`src/rtl/qkr_pkg.sv`:
```
// ----------------------------------------------------------------------------
// qkr_pkg
// Shared sizes, types, codes and helpers for the keyed-removal queue.
// ----------------------------------------------------------------------------
`default_nettype none

package qkr_pkg;

	localparam int DEPTH    = 16;
	localparam int KEY_BITS = 32;

	localparam int PORT_KEY_BITS = 32;
	localparam int OCC_BITS      = 5;

	localparam int PTR_W = (DEPTH > 1) ? $clog2(DEPTH) : 1;
	localparam int CNT_W = $clog2(DEPTH + 1);

	typedef logic [KEY_BITS-1:0]      key_t;
	typedef logic [PTR_W-1:0]         ptr_t;
	typedef logic [CNT_W-1:0]         cnt_t;
	typedef logic [PORT_KEY_BITS-1:0] port_key_t;
	typedef logic [OCC_BITS-1:0]      occ_t;

	typedef enum logic [1:0] {
		CMD_ENQUEUE = 2'd0,
		CMD_REMOVE  = 2'd1,
		CMD_SERVE   = 2'd2,
		CMD_INVALID = 2'd3
	} cmd_t;

	typedef enum logic [2:0] {
		ST_ADDED     = 3'd0,
		ST_FULL      = 3'd1,
		ST_REMOVED   = 3'd2,
		ST_NOT_FOUND = 3'd3,
		ST_EMPTY     = 3'd4,
		ST_SERVED    = 3'd5,
		ST_INVALID   = 3'd6
	} status_t;

	typedef struct packed {
		logic we;
		ptr_t waddr;
		key_t wdata;
		logic re;
		ptr_t raddr;
	} ram_req_t;

	function automatic key_t to_key(input port_key_t x);
		key_t k;
		k = '0;
		for (int i = 0; i < KEY_BITS; i++) begin
			if (i < PORT_KEY_BITS) begin
				k[i] = x[i];
			end
		end
		return k;
	endfunction

	function automatic port_key_t from_key(input key_t k);
		port_key_t x;
		x = '0;
		for (int i = 0; i < PORT_KEY_BITS; i++) begin
			if (i < KEY_BITS) begin
				x[i] = k[i];
			end
		end
		return x;
	endfunction

	function automatic occ_t to_occ(input cnt_t c);
		occ_t o;
		o = '0;
		for (int i = 0; i < OCC_BITS; i++) begin
			if (i < CNT_W) begin
				o[i] = c[i];
			end
		end
		return o;
	endfunction

	function automatic ptr_t ptr_next(input ptr_t p);
		ptr_t n;
		if (p == PTR_W'(DEPTH - 1)) begin
			n = '0;
		end else begin
			n = p + 1'b1;
		end
		return n;
	endfunction

endpackage

`default_nettype wire

```
`src/rtl/qkr_ram.sv`:
```
// ----------------------------------------------------------------------------
// qkr_ram
// Entry storage: one write port, one read port, registered read data.
// ----------------------------------------------------------------------------
`default_nettype none

module qkr_ram
	import qkr_pkg::*;
(
	input  wire logic     clk,
	input  wire ram_req_t req,
	output key_t          rdata
);

	key_t mem [0:DEPTH-1];

	always_ff @(posedge clk) begin
		if (req.we) begin
			mem[req.waddr] <= req.wdata;
		end
		if (req.re) begin
			rdata <= mem[req.raddr];
		end
	end

endmodule

`default_nettype wire

```
`src/rtl/queue_with_keyed_removal.sv`:
```
// ----------------------------------------------------------------------------
// queue_with_keyed_removal
// Bounded FIFO of key tags with enqueue, remove-by-key and serve commands.
// ----------------------------------------------------------------------------
// Input channel: in_valid / in_stall carry command and key. Output channel:
// out_valid / out_stall carry status, result_key and occupancy. A transaction
// moves on a rising edge with valid high and stall low; one result per command.
// Entries live in a circular buffer in a single-port-read RAM, so serve only
// advances the head. Remove-by-key scans from the head one entry per cycle,
// then shifts younger entries one slot toward the head, one per cycle.
// From input to output transaction, each command passes S_EXEC and then
// S_FINISH; serve adds S_SERVE, and remove on a non-empty queue adds S_SCAN,
// plus S_SHIFT on a match; at most one RAM read per cycle.
// One command is in work at a time: in_stall is high from acceptance until
// the result is loaded into the output register, so commands are spaced by
// the latency. A result waiting on out_stall holds the output register; the
// next command may be accepted, but its result is not loaded until the
// waiting one is taken.
// Reset (arst_n low) empties the queue; RAM contents need no clearing.
// ----------------------------------------------------------------------------
`default_nettype none

module queue_with_keyed_removal
	import qkr_pkg::*;
(
	input  wire logic       clk,
	input  wire logic       arst_n,

	input  wire logic       in_valid,
	output logic            in_stall,
	input  wire logic [1:0] command,
	input  wire port_key_t  key,

	output logic            out_valid,
	input  wire logic       out_stall,
	output logic [2:0]      status,
	output port_key_t       result_key,
	output occ_t            occupancy
);

	typedef enum logic [2:0] {
		S_IDLE,
		S_EXEC,
		S_SERVE,
		S_SCAN,
		S_SHIFT,
		S_FINISH
	} state_t;

	state_t    state_q;
	cmd_t      cmd_q;
	key_t      key_q;
	ptr_t      head_q;
	ptr_t      tail_q;
	cnt_t      count_q;
	cnt_t      off_q;
	ptr_t      ptr_q;
	ptr_t      wptr_q;
	cnt_t      rem_q;
	logic      vld_s1;
	cnt_t      off_s1;
	ptr_t      ptr_s1;
	status_t   res_status_q;
	port_key_t res_key_q;
	logic      out_valid_q;

	ram_req_t  req;
	key_t      rdata;
	logic      full;
	logic      empty;
	logic      hit;
	logic      scan_issue;
	logic      shift_issue;
	logic      out_free;

	assign full     = (count_q == CNT_W'(DEPTH));
	assign empty    = (count_q == '0);
	assign hit      = vld_s1 && (rdata == key_q);
	assign out_free = !out_valid_q || !out_stall;

	assign scan_issue  = (state_q == S_SCAN) && !hit && (off_q < count_q);
	assign shift_issue = (state_q == S_SHIFT) && (rem_q != '0);

	always_comb begin
		req       = '0;
		req.wdata = key_q;
		req.waddr = wptr_q;
		req.raddr = ptr_q;
		case (state_q)
			S_EXEC: begin
				if (cmd_q == CMD_ENQUEUE && !full) begin
					req.we    = 1'b1;
					req.waddr = tail_q;
				end
				if (cmd_q == CMD_SERVE && !empty) begin
					req.re    = 1'b1;
					req.raddr = head_q;
				end
			end
			S_SCAN: begin
				req.re = scan_issue;
			end
			S_SHIFT: begin
				req.re    = shift_issue;
				req.we    = vld_s1;
				req.wdata = rdata;
			end
			default: begin
			end
		endcase
	end

	qkr_ram u_ram (
		.clk   (clk),
		.req   (req),
		.rdata (rdata)
	);

	always_ff @(posedge clk or negedge arst_n) begin
		if (!arst_n) begin
			state_q      <= S_IDLE;
			head_q       <= '0;
			tail_q       <= '0;
			count_q      <= '0;
			vld_s1       <= 1'b0;
			out_valid_q  <= 1'b0;
			cmd_q        <= CMD_INVALID;
			res_status_q <= ST_INVALID;
			key_q        <= '0;
			off_q        <= '0;
			ptr_q        <= '0;
			wptr_q       <= '0;
			rem_q        <= '0;
			off_s1       <= '0;
			ptr_s1       <= '0;
			res_key_q    <= '0;
			status       <= '0;
			result_key   <= '0;
			occupancy    <= '0;
		end else begin
			if (state_q == S_FINISH && out_free) begin
				out_valid_q <= 1'b1;
			end else if (!out_stall) begin
				out_valid_q <= 1'b0;
			end
			case (state_q)
				S_IDLE: begin
					if (in_valid) begin
						cmd_q   <= cmd_t'(command);
						key_q   <= to_key(key);
						state_q <= S_EXEC;
					end
				end
				S_EXEC: begin
					res_key_q <= '0;
					state_q   <= S_FINISH;
					case (cmd_q)
						CMD_ENQUEUE: begin
							if (full) begin
								res_status_q <= ST_FULL;
							end else begin
								tail_q       <= ptr_next(tail_q);
								count_q      <= count_q + 1'b1;
								res_status_q <= ST_ADDED;
								res_key_q    <= from_key(key_q);
							end
						end
						CMD_REMOVE: begin
							if (empty) begin
								res_status_q <= ST_EMPTY;
							end else begin
								off_q   <= '0;
								ptr_q   <= head_q;
								vld_s1  <= 1'b0;
								state_q <= S_SCAN;
							end
						end
						CMD_SERVE: begin
							if (empty) begin
								res_status_q <= ST_EMPTY;
							end else begin
								state_q <= S_SERVE;
							end
						end
						default: begin
							res_status_q <= ST_INVALID;
						end
					endcase
				end
				S_SERVE: begin
					res_status_q <= ST_SERVED;
					res_key_q    <= from_key(rdata);
					head_q       <= ptr_next(head_q);
					count_q      <= count_q - 1'b1;
					state_q      <= S_FINISH;
				end
				S_SCAN: begin
					vld_s1 <= scan_issue;
					if (scan_issue) begin
						off_s1 <= off_q;
						ptr_s1 <= ptr_q;
						off_q  <= off_q + 1'b1;
						ptr_q  <= ptr_next(ptr_q);
					end
					if (hit) begin
						wptr_q  <= ptr_s1;
						ptr_q   <= ptr_next(ptr_s1);
						rem_q   <= count_q - 1'b1 - off_s1;
						state_q <= S_SHIFT;
					end else if (!vld_s1 && !scan_issue) begin
						res_status_q <= ST_NOT_FOUND;
						res_key_q    <= '0;
						state_q      <= S_FINISH;
					end
				end
				S_SHIFT: begin
					vld_s1 <= shift_issue;
					if (shift_issue) begin
						ptr_q <= ptr_next(ptr_q);
						rem_q <= rem_q - 1'b1;
					end
					if (vld_s1) begin
						wptr_q <= ptr_next(wptr_q);
					end
					if (!vld_s1 && !shift_issue) begin
						tail_q       <= wptr_q;
						count_q      <= count_q - 1'b1;
						res_status_q <= ST_REMOVED;
						res_key_q    <= from_key(key_q);
						state_q      <= S_FINISH;
					end
				end
				S_FINISH: begin
					if (out_free) begin
						status      <= res_status_q;
						result_key  <= res_key_q;
						occupancy   <= to_occ(count_q);
						state_q     <= S_IDLE;
					end
				end
				default: begin
					state_q <= S_IDLE;
				end
			endcase
		end
	end

	assign in_stall  = (state_q != S_IDLE);
	assign out_valid = out_valid_q;

endmodule

`default_nettype wire
```
`config.mk`:
```
export PLATFORM = sky130hd
export DESIGN_NAME = queue_with_keyed_removal
export DESIGN_NICKNAME = d
export VERILOG_FILES = /design/src/rtl/qkr_pkg.sv /design/src/rtl/qkr_ram.sv /design/src/rtl/queue_with_keyed_removal.sv
export SDC_FILE = /design/constraint.sdc
export NUM_CORES = 1
export LEC_CHECK = 0
export ABC_AREA = 1
export BUFFER_PORTS_ARGS = -buffer_cell sky130_fd_sc_hd__buf_2
export CAP_MARGIN = 20
export CORE_AREA = 2 2 203 245
export CTS_CLUSTER_SIZE = 12
export DETAILED_ROUTE_END_ITERATION = 8
export DIE_AREA = 0 0 205 247
export PLACE_DENSITY_LB_ADDON = 0.3
export RECOVER_POWER = 25
export SYNTH_ARGS = -nofsm -noshare
export SYNTH_HDL_FRONTEND = slang
export SYNTH_SLANG_ARGS = --single-unit
```
`constraint.sdc`:
```
create_clock -name clk -period 4.9 [get_ports clk]
set_clock_uncertainty 0.05 [all_clocks]
set_input_delay 0.735 -clock clk [delete_from_list [all_inputs] [get_ports clk]]
set_output_delay 0.735 -clock clk [all_outputs]
set_load 0.005 [all_outputs]
```
# [Word-level counts from Yosys, hierarchy flattened]
# Memory sizes are Yosys's and may differ from the RTL's. A register that Yosys moved wholly into a read port is not among the register bits.
# Index checks and enable logic that the tools add are counted.
[totals] reg_bits=154 ramBits=512 word_cells=170 mem_count=1
[op_classes] n_addsub=10 n_lt_le_gt_ge=1 eq_ne=31 n_mux=65 reduce_logical=43
[mem_list] memory="u_ram.mem" words=16 word_bits=32 read_ports=1 rd_clocked_by_memory_dff=1 wr=1 line_no="qkr_ram.sv:15" rtl="key_t mem [0:DEPTH-1];"
[op_table] operator="$mux W32" count=6
[op_table] operator="$pmux W32 S4" count=1
[op_table] operator="$mux W4" count=17
[op_table] operator="$mux W5" count=10
[op_table] operator="$mux W3" count=11
[op_table] operator="$eq A32 B32 Y1" count=1
[op_table] operator="$add A4 B1 Y4 const B" count=5
[op_table] operator="$eq A4 B4 Y1 const B" count=5
[op_table] operator="$ne A2 B2 Y1 const B" count=10
[op_table] operator="$pmux W5 S2" count=2
[op_table] operator="$reduce_and A4 Y1" count=5
[op_table] operator="$pmux W3 S6" count=1
[op_table] operator="$pmux W4 S2" count=2
[op_table] operator="$pmux W5 S3" count=1
[op_table] operator="$pmux W3 S2" count=2
[op_table] operator="$pmux W3 S4" count=1
[op_table] operator="$pmux W4 S3" count=1
[op_table] operator="$add A5 B1 Y5 const B" count=2
[op_table] operator="$reduce_and A5 Y1" count=2
[op_table] operator="$sub A5 B1 Y5 const B" count=2
[op_table] operator="$logic_and A1 B1 Y1" count=9
[op_table] operator="$reduce_and A3 Y1" count=3
[op_table] operator="$reduce_bool A3 Y1" count=3
[op_table] operator="$logic_not A1 Y1" count=8
[op_table] operator="other kinds (23)" count=40

# [Logic depth before layout (Yosys ltp)]
[depth] depth_word=10 mapped_depth=16 depth_no_buf=15

# [By module]
# Synthesis repeated with hierarchy kept, for this count alone.
[unflattened] cells_unflattened=3118 hier_area_um2=31270.0
[modules_own_cells] mod="qkr_ram" instances=1 cells_per_inst=2120 area_per_inst_um2=23050.9 seq_area_each_um2=16335.7
[modules_own_cells] mod="queue_with_keyed_removal" instances=1 cells_per_inst=998 area_per_inst_um2=8219.1 seq_area_each_um2=3858.7

# [Least setup slack after synthesis]
# Ideal clock, no wire load.
[synth_timing] path_type="register to register" start="register count_q[0]" end="memory u_ram.mem[0][0] (netlist bit) (enable)" setup_ps=421 arrival_ps=2937 required_ps=4429 setup_slack_ps=1492 stages_incl_launch_ff=10 synth_period_minus_slack_ps=3408 cell_sequence="dfrtp_1 > inv_1 > ha_1 > nand3_1 > nand2_1 > inv_1 > nand2_1 > o21ai_0 > nand3_1 > nor2_1"
[synth_via] elab_chain_len=7 elab_cells_between_ends=8 classes_between="eq/ne: 1; mux: 5; reduce/logical: 2"
[synth_lines] item="from (decl)" line_no="queue_with_keyed_removal.sv:55" rtl="cnt_t count_q;"
[synth_lines] item="from (signal assigned)" line_no="queue_with_keyed_removal.sv:163" rtl="count_q <= count_q + 1'b1;"
[synth_lines] item="from (signal assigned)" line_no="queue_with_keyed_removal.sv:194" rtl="count_q <= count_q - 1'b1;"
[synth_lines] item="from (signal assigned)" line_no="queue_with_keyed_removal.sv:227" rtl="count_q <= count_q - 1'b1;"
[synth_lines] item="$eq A5 B5 Y1 (*)" line_no="queue_with_keyed_removal.sv:76" rtl="assign full = (count_q == CNT_W'(DEPTH));"
[synth_lines] item="$logic_not A1 Y1 (*)" line_no="queue_with_keyed_removal.sv:91" rtl="if (cmd_q == CMD_ENQUEUE && !full) begin"
[synth_lines] item="$logic_and A1 B1 Y1 (*)" line_no="queue_with_keyed_removal.sv:91"
[synth_lines] item="$mux W5 (*)" line_no="queue_with_keyed_removal.sv:91"
[synth_lines] item="$pmux W1 S2" line_no="queue_with_keyed_removal.sv:89" rtl="case (state_q)"
[synth_lines] item="$mux W1" line_no="qkr_ram.sv:18" rtl="if (req.we) begin"
[synth_lines] item="$mux W1 (not written as such)" line_no="qkr_ram.sv:19" rtl="mem[req.waddr] <= req.wdata;"
[synth_lines] item="to (decl)" line_no="qkr_ram.sv:15"
# Every way passes the cells marked *; elsewhere a longest branch is shown, timed or not.

# [Final worst setup path]
[layout_timing] start="register count_q[0]" end="register u_ram.rdata[28] (read register of u_ram.mem) (data pin)"
[layout_via] elab_chain_len=5 elab_cells_between_ends=8 classes_between="order compare: 1; mux: 3; reduce/logical: 4"
[layout_lines] item="branches (longest 5 deep; another with $lt A5 B5 Y1)"
[layout_lines] item="to (decl)" line_no="qkr_ram.sv:12" rtl="output key_t rdata"
# Parallel ways; which one is timed is not known.
# A chain may end at the register's enable or synchronous reset.

==> flow_metrics.env <==
export IMPL_final_net_count=2619
export IMPL_path_class="reg2reg"
export IMPL_antenna_found_initial=0
export IMPL_overflow=0
export IMPL_nFillCells=3319
export IMPL_gp_congestion=0.861
export IMPL_rsz0062_at_grt="no"
export IMPL_antenna_left=0
export IMPL_relSlewSlack=-1.19
export IMPL_htreeDepth=3
export IMPL_start_util=0.609
export IMPL_fmax_ghz=0.256
export IMPL_timing_final_crit_share=0.796
export IMPL_p_per_area_mw_per_mm2=679
export IMPL_synth_avg_cell_area_um2=11.9
export IMPL_ir_drop_uv=582
export IMPL_cp_required_ns=5.31
export IMPL_crit_path_max_fanout=71
export IMPL_synth_distinct_cells=47
export IMPL_multi_input_area_mm2=0.00823
export IMPL_dp_hpwl_um=43100
export IMPL_slew_violations=141
export IMPL_io_buffers=79
export IMPL_crit_start="count_q[0]$_DFFE_PN0P_"
export IMPL_final_setup_tns_ns=0
export IMPL_cts_sinks=698
export IMPL_cts_buffer_depth=3
export IMPL_hold_viol_final=0
export IMPL_fp_dieH_um=247
export IMPL_post_route_drc_count=0
export IMPL_arrival_ns=4.31
export IMPL_setup_viol=0
export IMPL_synth_edf_count=544
export IMPL_routed_via_density=6.19
export IMPL_leakage_nw=12.6
export IMPL_cts_root_buf="clkbuf_16"
export IMPL_async_reset_ff_frac=0.221
export IMPL_clock_latency_ns=0.62
export IMPL_placementRows=89
export IMPL_cts_resized=0
export IMPL_most_common_layout_cells="edfxtp_1 (544), nand2_1 (366), o21ai_0 (186), inv_1 (168), nand3_1 (162)"
export IMPL_drive_above_1_share=0.113
export IMPL_die_area_mm2=0.0506
export IMPL_regToRegSetupSlack_ns=1.0
export IMPL_reg2reg_from="count_q[0]$_DFFE_PN0P_"
export IMPL_r2r_cells=12
export IMPL_grt_pass1_vias=19800
export IMPL_core_area_mm2=0.0486
export IMPL_critPathLaunchType="flop"
export IMPL_seq_area_frac_synth=0.683
export IMPL_ys_seq_elements=698
export IMPL_final_util=0.683
export IMPL_seq_area_mm2=0.0202
export IMPL_endpoint_kind="flop"
export IMPL_worst_slew_pin_slew_ns=3.28
export IMPL_drtPass1Iterations=5
export IMPL_rr_endpoint="u_ram.rdata[28]$_DFFE_PP_"
export IMPL_finalWirelength_um=72200
export IMPL_synth_fp_nets=2537
export IMPL_grt_max_degree=96
export IMPL_route_vias_total=20000
export IMPL_diodes=0
export IMPL_grt_usage=0.288
export IMPL_numCtsBuffers=72
export IMPL_power_total_w=0.0225
export IMPL_syn_to_final_growth_pct=12.2
export IMPL_hold_class="in2reg"
export IMPL_routedWlPerCell_um=22.3
export IMPL_cts_setup_buffers=0
export IMPL_max_cap_viol_count=3
export IMPL_io_pins=80
export IMPL_synth_cells=2475
export IMPL_clk_pin_slew_ns=0.06
export IMPL_grt_pass1_wl_um=111000
export IMPL_synth_area_mm2=0.0296
export IMPL_yosysWarnings=0
export IMPL_critPathCapture="u_ram.rdata[28]$_DFFE_PP_"
export IMPL_status="complete, but fails checks"
export IMPL_layout_commonest_cell="edfxtp_1"
export IMPL_die_w_um=205
export IMPL_violations="max-capacitance violations, max-slew violations"
export IMPL_cts_hold_buf=0
export IMPL_period_minus_slack_ns=3.90
export IMPL_cts_tree="built"
export IMPL_drt_iter0_markers=2439
export IMPL_synthFlopType="edfxtp_1"
-- cell usage after synthesis, types with 23 or more instances --
master      n  area, um2
o21bai_1  130        976
nand3_1   163        816
dfrtp_1   150       3750
ha_1       23        288
edfxtp_1  544      16300
a21oi_1    37        185
nor2_1    152        571
o21ai_1   129        646
inv_1     167        627
o211ai_1  129        968
a22oi_1    32        240
mux2_2     47        529
nand2_1   366       1370
o21ai_0   188        941
clkbuf_1   34        128
buf_2      83        415
-- sequential cells by signal, summed over array words and instances (netlist names), 4 cells and up --
| register | count |
|---|---|
| u_ram.mem | 512 |
| off_q | 5 |
| off_s1 | 5 |
| wptr_q | 4 |
| ptr_q | 4 |
| u_ram.rdata | 32 |
| ptr_s1 | 4 |
| occupancy | 5 |
| key_q | 32 |
| rem_q | 5 |
| count_q | 5 |
| res_key_q | 32 |
| result_key | 32 |
| tail_q | 4 |
| head_q | 4 |
-- through the flow --
stage | setup slack (ns) | area, um2 | instances | hold slack, ns
after floorplan | 1.49 | 29600 | 2475 | 0.388
after CTS | 1.06 | 33200 | 3230 | 0.0434
after global placement | 1.28 | 30800 | 3100 | 0.413
after global routing | 0.546 | 33200 | 3237 | 0.303
after detailed placement | 1.09 | 31000 | 3113 | 0.411
final | 1.00 | 33200 | 3237 | 0.308
-- power breakdown --
| part | leakage, nW | internal (W) | total, W | switching (W) |
|---|---|---|---|---|
| clock network | 1.05 | 0.00286 | 0.00507 | 0.00221 |
| logic | 4.67 | 0.00278 | 0.00869 | 0.00591 |
| registers | 6.85 | 0.00816 | 0.00878 | 0.000614 |
-- cells by family (layout without fill, tap and decap cells) --
| kind of cell | after synthesis | after routing | share of synthesized area |
|---|---|---|---|
| AOI/OAI and AO/OA | 660 | 660 | 0.138 |
| xor gates and xnor gates | 17 | 17 | 0.00504 |
| adders and majority gates | 24 | 24 | 0.0104 |
| buffers and inverters | 315 | 440 | 0.0444 |
| DFF | 698 | 698 | 0.683 |
| muxes | 47 | 47 | 0.0179 |
| and+or+nand+nor | 714 | 714 | 0.102 |
-- routing by layer --
layer,vias up,wire (um),global-route usage
met1,9860,29000,0.396
met3,145,6620,0.0457
met2,1005,34500,0.466
met5,-,0,0
li1,9029,-,-
met4,0,2050,0.111
-- worst max-delay path, cell delays in order, from the launching register on --
cell and delay, ns:
dfrtp_1 0.47, inv_1 0.13, ha_1 0.24, nand3_2 0.11, nand3_2 0.31, o21ai_4 0.27
buf_4 0.59, buf_4 0.76, o21ai_1 0.21, o21bai_1 0.23, nand3_1 0.10, nand3_1 0.08
nand2_1 0.12
-- how the worst min path moves through the flow --
| stage | startpoint | end | depth (start not counted) |
|---|---|---|---|
| after global placement | res_status_q[2]$_DFFE_PN1P_ | res_status_q[2]$_DFFE_PN1P_ | 2 |
| final | key[5] | key_q[5]$_DFFE_PN0P_ | 2 |
| after floorplan | arst_n | count_q[0]$_DFFE_PN0P_ | 0 |
| after global routing | key[10] | key_q[10]$_DFFE_PN0P_ | 2 |
| after detailed placement | res_status_q[1]$_DFFE_PN1P_ | res_status_q[1]$_DFFE_PN1P_ | 2 |
| after CTS | arst_n | count_q[2]$_DFFE_PN0P_ | 1 |
-- layout make-up --
cell class,instances,area share
Clock buffer,101,0.0604
Sequential cell,698,0.609
Inverter,176,0.0200
Timing Repair Buffer,147,0.0348
Multi-Input combinational cell,1462,0.248
Tap cell,637,0.0240
Clock inverter,16,0.00407
Note: power is estimated with default switching activity, not from simulation.
